File: src/design/mtt_pkg.sv
package mtt_pkg;

  // table size and derived widths
  localparam int MAX_MARKERS = 16;
  localparam int CNT_W       = $clog2(MAX_MARKERS + 1);
  localparam int ID_W        = 16;
  localparam int CTR_W       = 16;
  localparam int CFG_IDX_W   = 1;
  localparam int CFG_DATA_W  = 16;

  // command codes
  localparam logic [2:0] CMD_BEGIN  = 3'd0;
  localparam logic [2:0] CMD_DETECT = 3'd1;
  localparam logic [2:0] CMD_END    = 3'd2;
  localparam logic [2:0] CMD_FIND   = 3'd3;
  localparam logic [2:0] CMD_FORGET = 3'd4;
  localparam logic [2:0] CMD_CLEAR  = 3'd5;

  // status codes
  localparam logic [1:0] STATUS_OK   = 2'd0;
  localparam logic [1:0] STATUS_FULL = 2'd1;
  localparam logic [1:0] STATUS_MISS = 2'd2;

  // register indexes
  localparam logic [CFG_IDX_W-1:0] REG_LOST_TOL = 1'd0;
  localparam logic [CFG_IDX_W-1:0] REG_PERSIST  = 1'd1;

  localparam logic [CTR_W-1:0] LOST_TOL_RESET = 16'd30;

  // operation carried by the token through the cell row
  typedef enum logic [2:0] {
    OP_NONE,
    OP_BEGIN,
    OP_DETECT,
    OP_END,
    OP_FIND,
    OP_FORGET,
    OP_CLEAR,
    OP_INSERT
  } cell_op_t;

  // token handed from cell to cell
  typedef struct packed {
    logic             valid;
    cell_op_t         op;
    logic [ID_W-1:0]  id;
    logic             hit;        // id matched in some cell
    logic             free_seen;  // some cell was empty
    logic             done;       // insert already taken
    logic             vis;
    logic [CTR_W-1:0] unseen;
    logic [CTR_W-1:0] followed;
    logic [CNT_W-1:0] count;      // valid entries after update
  } token_t;

  function automatic logic [CTR_W-1:0] sat_inc(input logic [CTR_W-1:0] v);
    return (v != {CTR_W{1'b1}}) ? v + 1'b1 : v;
  endfunction

endpackage

File: src/design/marker_track_table.sv
// Channel   | handshake           | payload
// ----------+---------------------+--------------------------------------------
// in        | in_valid / in_stall | command, marker_id, pose_ok
// out       | out_valid/out_stall | status, found, visible_now, frames_unseen,
//           |                     | frames_followed, visible_total, entry_count
// cfg       | cfg_we              | cfg_index, cfg_data
//
// Each item runs one token along the row of MAX_MARKERS cells, one cell per
// cycle; a detection of a new id needs a second pass to claim the lowest
// empty cell.
// Synchronous reset empties the table and loads the register defaults.
// An item is taken while the previous result still waits; a stalled result
// holds the next one back in the hold state.
module marker_track_table (
  input  logic                             clk,
  input  logic                             rst,
  input  logic                             cfg_we,
  input  logic [mtt_pkg::CFG_IDX_W-1:0]    cfg_index,
  input  logic [mtt_pkg::CFG_DATA_W-1:0]   cfg_data,
  input  logic                             in_valid,
  output logic                             in_stall,
  input  logic [2:0]                       command,
  input  logic [mtt_pkg::ID_W-1:0]         marker_id,
  input  logic                             pose_ok,
  output logic                             out_valid,
  input  logic                             out_stall,
  output logic [1:0]                       status,
  output logic                             found,
  output logic                             visible_now,
  output logic [mtt_pkg::CTR_W-1:0]        frames_unseen,
  output logic [mtt_pkg::CTR_W-1:0]        frames_followed,
  output logic [mtt_pkg::CTR_W-1:0]        visible_total,
  output logic [mtt_pkg::CNT_W-1:0]        entry_count
);

  typedef enum logic [1:0] {S_IDLE, S_PASS1, S_PASS2, S_HOLD} state_t;

  state_t                      state;
  logic [mtt_pkg::CTR_W-1:0]   lost_tol;
  logic                        persist;
  logic [mtt_pkg::CTR_W-1:0]   vis_count;
  logic [mtt_pkg::ID_W-1:0]    id_r;
  mtt_pkg::token_t             tok_head;
  mtt_pkg::token_t             tok [mtt_pkg::MAX_MARKERS+1];
  mtt_pkg::token_t             tail;

  logic [1:0]                  res_status;
  logic                        res_found;
  logic                        res_vis;
  logic [mtt_pkg::CTR_W-1:0]   res_unseen;
  logic [mtt_pkg::CTR_W-1:0]   res_followed;
  logic [mtt_pkg::CNT_W-1:0]   res_count;

  function automatic mtt_pkg::cell_op_t op_of(input logic [2:0] cmd, input logic pose);
    mtt_pkg::cell_op_t op;
    op = mtt_pkg::OP_NONE;
    case (cmd)
      mtt_pkg::CMD_BEGIN:  op = mtt_pkg::OP_BEGIN;
      mtt_pkg::CMD_DETECT: op = pose ? mtt_pkg::OP_DETECT : mtt_pkg::OP_NONE;
      mtt_pkg::CMD_END:    op = mtt_pkg::OP_END;
      mtt_pkg::CMD_FIND:   op = mtt_pkg::OP_FIND;
      mtt_pkg::CMD_FORGET: op = mtt_pkg::OP_FORGET;
      mtt_pkg::CMD_CLEAR:  op = mtt_pkg::OP_CLEAR;
      default:             op = mtt_pkg::OP_NONE;
    endcase
    return op;
  endfunction

  function automatic mtt_pkg::token_t make_token(input mtt_pkg::cell_op_t op,
                                                 input logic [mtt_pkg::ID_W-1:0] id);
    mtt_pkg::token_t t;
    t           = '0;
    t.valid     = 1'b1;
    t.op        = op;
    t.id        = id;
    return t;
  endfunction

  // configuration registers
  always_ff @(posedge clk) begin
    if (rst) begin
      lost_tol <= mtt_pkg::LOST_TOL_RESET;
      persist  <= 1'b0;
    end else if (cfg_we) begin
      unique case (cfg_index)
        mtt_pkg::REG_LOST_TOL: lost_tol <= cfg_data;
        mtt_pkg::REG_PERSIST:  persist  <= cfg_data[0];
        default: ;
      endcase
    end
  end

  // row of cells
  assign tok[0] = tok_head;
  for (genvar i = 0; i < mtt_pkg::MAX_MARKERS; i++) begin : g_cell
    mtt_cell u_cell (
      .clk      (clk),
      .rst      (rst),
      .lost_tol (lost_tol),
      .persist  (persist),
      .tok_in   (tok[i]),
      .tok_out  (tok[i+1])
    );
  end
  assign tail = tok[mtt_pkg::MAX_MARKERS];

  assign in_stall = (state != S_IDLE);

  // sequencer, per-frame count and result registers
  always_ff @(posedge clk) begin
    if (rst) begin
      state          <= S_IDLE;
      out_valid      <= 1'b0;
      tok_head.valid <= 1'b0;
      vis_count      <= '0;
    end else begin
      tok_head.valid <= 1'b0;
      if (out_valid && !out_stall) out_valid <= 1'b0;
      unique case (state)
        S_IDLE: begin
          if (in_valid) begin
            id_r     <= marker_id;
            tok_head <= make_token(op_of(command, pose_ok), marker_id);
            if (command == mtt_pkg::CMD_BEGIN) vis_count <= '0;
            state    <= S_PASS1;
          end
        end
        S_PASS1: begin
          if (tail.valid) begin
            res_status   <= mtt_pkg::STATUS_OK;
            res_found    <= 1'b0;
            res_vis      <= tail.vis;
            res_unseen   <= tail.unseen;
            res_followed <= tail.followed;
            res_count    <= tail.count;
            state        <= S_HOLD;
            if (tail.op == mtt_pkg::OP_DETECT) begin
              if (tail.hit) begin
                vis_count <= mtt_pkg::sat_inc(vis_count);
              end else if (tail.free_seen) begin
                tok_head <= make_token(mtt_pkg::OP_INSERT, id_r);
                state    <= S_PASS2;
              end else begin
                res_status <= mtt_pkg::STATUS_FULL;
              end
            end else if (tail.op == mtt_pkg::OP_FIND || tail.op == mtt_pkg::OP_FORGET) begin
              res_found <= tail.hit;
              if (!tail.hit) res_status <= mtt_pkg::STATUS_MISS;
            end
          end
        end
        S_PASS2: begin
          if (tail.valid) begin
            vis_count <= mtt_pkg::sat_inc(vis_count);
            res_count <= tail.count;
            state     <= S_HOLD;
          end
        end
        S_HOLD: begin
          if (!out_valid || !out_stall) begin
            out_valid       <= 1'b1;
            status          <= res_status;
            found           <= res_found;
            visible_now     <= res_vis;
            frames_unseen   <= res_unseen;
            frames_followed <= res_followed;
            visible_total   <= vis_count;
            entry_count     <= res_count;
            state           <= S_IDLE;
          end
        end
        default: state <= S_IDLE;
      endcase
    end
  end

  // a token leaves the row only while a pass is running
  a_tail_in_pass: assert property (@(posedge clk) disable iff (rst)
    tail.valid |-> (state == S_PASS1 || state == S_PASS2))
    else $error("token left the cell row outside a pass");

  // a dropped detection only happens on a full table
  a_full_count: assert property (@(posedge clk) disable iff (rst)
    (out_valid && status == mtt_pkg::STATUS_FULL) |->
      (entry_count == mtt_pkg::CNT_W'(mtt_pkg::MAX_MARKERS)))
    else $error("full status with free entries");

  // a hit never reports an error status
  a_found_ok: assert property (@(posedge clk) disable iff (rst)
    (out_valid && found) |-> (status == mtt_pkg::STATUS_OK))
    else $error("found with error status");

  // entry count stays within the table size
  a_count_range: assert property (@(posedge clk) disable iff (rst)
    out_valid |-> (entry_count <= mtt_pkg::CNT_W'(mtt_pkg::MAX_MARKERS)))
    else $error("entry count beyond table size");

endmodule

File: src/design/mtt_cell.sv
module mtt_cell (
  input  logic                        clk,
  input  logic                        rst,
  input  logic [mtt_pkg::CTR_W-1:0]   lost_tol,
  input  logic                        persist,
  input  mtt_pkg::token_t             tok_in,
  output mtt_pkg::token_t             tok_out
);

  // entry storage
  logic                       valid;
  logic [mtt_pkg::ID_W-1:0]   key;
  logic [mtt_pkg::CTR_W-1:0]  unseen;
  logic [mtt_pkg::CTR_W-1:0]  followed;
  logic                       seen;

  logic                       valid_next;
  logic [mtt_pkg::ID_W-1:0]   key_next;
  logic [mtt_pkg::CTR_W-1:0]  unseen_next;
  logic [mtt_pkg::CTR_W-1:0]  followed_next;
  logic                       seen_next;
  mtt_pkg::token_t            tok_next;
  logic                       match;

  assign match = valid && (key == tok_in.id);

  // apply the token's operation to this entry
  always_comb begin
    valid_next    = valid;
    key_next      = key;
    unseen_next   = unseen;
    followed_next = followed;
    seen_next     = seen;
    tok_next      = tok_in;
    if (tok_in.valid) begin
      case (tok_in.op)
        mtt_pkg::OP_BEGIN: begin
          if (valid) begin
            seen_next   = 1'b0;
            unseen_next = mtt_pkg::sat_inc(unseen);
          end
        end
        mtt_pkg::OP_DETECT: begin
          if (!valid) tok_next.free_seen = 1'b1;
          if (match) begin
            unseen_next   = '0;
            seen_next     = 1'b1;
            followed_next = mtt_pkg::sat_inc(followed);
            tok_next.hit  = 1'b1;
          end
        end
        mtt_pkg::OP_END: begin
          if (!persist && valid && (unseen > lost_tol)) valid_next = 1'b0;
        end
        mtt_pkg::OP_FIND: begin
          if (match) begin
            tok_next.hit      = 1'b1;
            tok_next.vis      = seen;
            tok_next.unseen   = unseen;
            tok_next.followed = followed;
          end
        end
        mtt_pkg::OP_FORGET: begin
          if (match) begin
            valid_next   = 1'b0;
            tok_next.hit = 1'b1;
          end
        end
        mtt_pkg::OP_CLEAR: valid_next = 1'b0;
        mtt_pkg::OP_INSERT: begin
          // lowest empty cell takes the new id
          if (!valid && !tok_in.done) begin
            valid_next    = 1'b1;
            key_next      = tok_in.id;
            unseen_next   = '0;
            followed_next = {{(mtt_pkg::CTR_W-1){1'b0}}, 1'b1};
            seen_next     = 1'b1;
            tok_next.done = 1'b1;
          end
        end
        default: ;
      endcase
      tok_next.count = tok_in.count + {{(mtt_pkg::CNT_W-1){1'b0}}, valid_next};
    end
  end

  // entry registers: only the valid bit is reset
  always_ff @(posedge clk) begin
    if (rst) begin
      valid <= 1'b0;
    end else begin
      valid <= valid_next;
    end
    key      <= key_next;
    unseen   <= unseen_next;
    followed <= followed_next;
    seen     <= seen_next;
  end

  // token stage to the next cell
  always_ff @(posedge clk) begin
    if (rst) begin
      tok_out.valid <= 1'b0;
    end else begin
      tok_out <= tok_next;
    end
  end

endmodule

File: config.mk
export PLATFORM = sky130hd
export DESIGN_NAME = marker_track_table
export DESIGN_NICKNAME = d
export VERILOG_FILES = /design/src/design/mtt_pkg.sv /design/src/design/marker_track_table.sv /design/src/design/mtt_cell.sv
export SDC_FILE = /design/constraint.sdc
export NUM_CORES = 2
export LEC_CHECK = 0
export BUFFER_PORTS_ARGS = -buffer_cell sky130_fd_sc_hd__buf_4
export CAP_MARGIN = 0
export CORE_MARGIN = 2
export CORE_UTILIZATION = 40
export CTS_BUF_LIST = sky130_fd_sc_hd__clkbuf_8
export CTS_CLUSTER_DIAMETER = 30
export CTS_CLUSTER_SIZE = 28
export DETAILED_ROUTE_END_ITERATION = 7
export GPL_ROUTABILITY_DRIVEN = 1
export PLACE_DENSITY_LB_ADDON = 0.1
export RECOVER_POWER = 25
export SLEW_MARGIN = 20
export SYNTH_ARGS = -nofsm -noshare
export SYNTH_HDL_FRONTEND = slang
export SYNTH_SLANG_ARGS = --single-unit
export TNS_END_PERCENT = 5
File: constraint.sdc
create_clock -name clk -period 89.7 [get_ports clk]
set_input_delay 8.97 -clock clk [delete_from_list [all_inputs] [get_ports clk]]
set_output_delay 8.97 -clock clk [all_outputs]
set_load 0.02 [all_outputs]
==> results.sh <==
export IMPL_grt_total_usage=0.186
export IMPL_worst_pin_slew_ns=1.23
export IMPL_cts_setup_buffers=0
export IMPL_post_route_period_util=0.131
export IMPL_synth_edf_count=1857
export IMPL_drcViolationCount=0
export IMPL_comb_power_share=0.046
export IMPL_hold_violations=0
export IMPL_fin_total_pwr_mw=2.33
export IMPL_initial_core_util=0.403
export IMPL_cpPeakStageDelay_ns=0.81
export IMPL_grt_first_pass_wirelength_um=320000
export IMPL_antenna_found_initial=4
export IMPL_crit_fanout=150
export IMPL_grt_max_degree=151
export IMPL_dieArea_um2=225000
export IMPL_synth_cells=6279
export IMPL_cp_depth=5
export IMPL_drive_above_1_share=0.209
export IMPL_synth_top_family_by_area="simple AND/OR/NAND/NOR gates"
export IMPL_p_clk_frac=0.499
export IMPL_finalWirelength_um=211000
export IMPL_overflow=0
export IMPL_dp_hpwl_um=145000
export IMPL_synth_seq_cells=1926
export IMPL_cp_slowest_cell="buf_4"
export IMPL_io_pins=101
export IMPL_vias=52100
export IMPL_ant_nets=0
export IMPL_cp_required_ns=90.34
export IMPL_worstSkewPairLatency_ns=1.07
export IMPL_status="completed"
export IMPL_min_period_ns=11.71
export IMPL_finalHoldWorstSlack_ns=0.416
export IMPL_switching_share=0.232
export IMPL_cts_sinks=1926
export IMPL_die_w_um=474
export IMPL_rr_worst_depth=12
export IMPL_setup_viol=0
export IMPL_path_clk_slew_ns=0.06
export IMPL_max_freq_mhz=85.4
export IMPL_grt_pass1_vias=52700
export IMPL_via_per_inst=5.15
export IMPL_die_y_um=474
export IMPL_max_cap_viol_count=0
export IMPL_vdd_drop_max_mv=0.0173
export IMPL_cts_tree="yes"
export IMPL_fin_cells=10100
export IMPL_path_buf_inv=5
export IMPL_power_switching_mw=0.540
export IMPL_leakage_nw=36.2
export IMPL_synthAdderAreaFrac=0.0460
export IMPL_utilization=0.470
export IMPL_synth_xor_area_frac=0.0672
export IMPL_crit_path_end_kind="flop"
export IMPL_maxSlewViolCount=0
export IMPL_avgSynthCellArea_um2=14.1
export IMPL_path_class="input port to flop"
export IMPL_clock_skew_final_ns=0.0861
export IMPL_arrival_ns=12.36
export IMPL_coreArea_um2=220000
export IMPL_intPower_mw=1.79
export IMPL_synth_warnings=0
export IMPL_synth_nets=6646
export IMPL_cp_cell_sequence="buf_4 -> inv_8 -> buf_4 -> buf_12 -> buf_4"
export IMPL_hold_depth=0
export IMPL_portBuffers=100
export IMPL_post_cts_resized=0
export IMPL_synth_ff_type="edfxtp_1"
export IMPL_rows=172
export IMPL_layout_nets=7121
export IMPL_area_growth_syn_to_layout_pct=16.7
export IMPL_cpLargestDelayFamily="buffers and inverters"
export IMPL_placedCellCount=9252
export IMPL_globalplace_congestion=0.803
export IMPL_synth_distinct_cells=67
export IMPL_r2r_setup_slack_ns=85.21
export IMPL_rsz0062_at_grt="no"
export IMPL_yosys_area_share_simple=0.107
export IMPL_cts_root_buf="clkbuf_8"
export IMPL_powerDensity_nw_per_um2=22.6
export IMPL_p_seq_frac=0.455
export IMPL_firstDrtPassIters=5
export IMPL_synth_compound_area_frac=0.0457
export IMPL_fin_tns_setup_ns=0
export IMPL_cts_hold_buffers_added=0
export IMPL_cts_buffers=458
export IMPL_htree_levels=5
export IMPL_drt_initial_drc_count=3404
export IMPL_muxShareOfSynthArea=0.0734
export IMPL_synth_area_um2=88500
export IMPL_start_kind="input port"
export IMPL_yosysSeqAreaShare=0.646
export IMPL_path_common_cell="buf_4"
export IMPL_maxSlewHeadroom=0.182
export IMPL_clk_path_buf_depth=4
export IMPL_wl_per_cell_um=20.8
export IMPL_hold_class="flop to flop"
export IMPL_async_flop_share=0
==> cell families after synthesis <==
logic type,after synthesis
other,1
AND/OR/NAND/NOR,1905
adder cells (fa/ha/maj),325
XOR/XNOR,679
AO/OA/AOI/OAI,649
multiplexers,527
buffers and inverters,267
flip-flops,1926
==> synthesized netlist by cell type, types with 65 or more instances <==
library cell	number	share of area
edfxtp_1	1857	0.63
and3_1	96	0.0068
dfxtp_1	69	0.016
ha_1	325	0.046
clkbuf_1	141	0.0060
and2_1	65	0.0046
inv_1	103	0.0044
nand2_1	337	0.014
nor2b_1	73	0.0052
o21ai_0	148	0.0084
xnor2_1	423	0.042
a21oi_1	230	0.013
nor2_1	581	0.025
xor2_1	256	0.025
mux2_2	374	0.048
nand4_1	235	0.017
mux2_4	150	0.025
nand3_1	219	0.012
or3_1	86	0.0061
==> worst paths after layout <==
path / from / end
setup reg to reg: lost_tol[11] / g_cell[4].u_cell.tok_out[1]
hold / removal: g_cell[15].u_cell.tok_out[12] / res_followed[7]
hold reg to reg: g_cell[15].u_cell.tok_out[12] / res_followed[7]
setup / recovery: rst / g_cell[10].u_cell.tok_out[41]
==> metal layers <==
layer  track usage  wire length, um
met3        0.0311             8410
met1         0.240            92300
met5             0                0
met2         0.317           105000
met4        0.0600             5260
==> power by group through the flow <==
stage | combinational, mW | sequential (mW) | clock, mW
floorplan | 0.0706 | 1.08 | 0
finish | 0.107 | 1.06 | 1.16
detailed placement | 0.108 | 1.08 | 0
CTS | 0.109 | 1.06 | 1.19
global placement | 0.106 | 1.08 | 0
global route | 0.119 | 1.06 | 1.24
==> sequential cells by signal, indices dropped and copies added (netlist names), 2 cells and up <==
signal / flops
g_cell.u_cell.tok_out: 956
res_unseen: 16
g_cell.u_cell.valid: 16
res_count: 5
g_cell.u_cell.key: 256
g_cell.u_cell.unseen: 256
entry_count: 5
res_status: 2
g_cell.u_cell.followed: 256
id_r: 16
state: 2
lost_tol: 16
status: 2
tok: 20
res_followed: 16
frames_followed: 16
vis_count: 16
visible_total: 16
g_cell.u_cell.seen: 16
frames_unseen: 16
==> area by class of cell <==
| type | count | area (um2) |
|---|---|---|
| Timing Repair Buffer | 179 | 1320 |
| Tap cell | 2958 | 3700 |
| Sequential cell | 1926 | 57100 |
| Inverter | 103 | 394 |
| Clock inverter | 371 | 4030 |
| Clock buffer | 470 | 6470 |
| Antenna cell | 8 | 20.0 |
| Fill cell | 19500 | 116000 |
| Multi-Input combinational cell | 4086 | 30200 |
==> placed cells by master (no fill, tap or decap), types with 70 or more instances in the layout <==
cell / Yosys / final
nand2_1: 337 / 336
xnor2_1: 423 / 423
nor2_1: 581 / 581
and3_1: 96 / 94
nand3_1: 219 / 219
nand4_1: 235 / 235
nor2b_1: 73 / 70
or3_1: 86 / 86
mux2_4: 150 / 150
ha_1: 325 / 325
o21ai_0: 148 / 155
mux2_2: 374 / 374
inv_1: 103 / 146
bufinv_16: 0 / 76
clkbuf_8: 0 / 470
buf_4: 0 / 169
xor2_1: 256 / 256
a21oi_1: 230 / 229
edfxtp_1: 1857 / 1857
clkinv_2: 0 / 75
==> through the flow <==
| step | setup WS (ns) | area [um2] |
|---|---|---|
| after global routing | 77.81 | 103000 |
| final | 77.99 | 103000 |
| after detailed placement | 76.93 | 92800 |
| after global placement | 76.99 | 92800 |
| after floorplan | 50.56 | 88500 |
| after CTS | 78.04 | 103000 |
No activity file was read; power rests on OpenSTA's default activity.
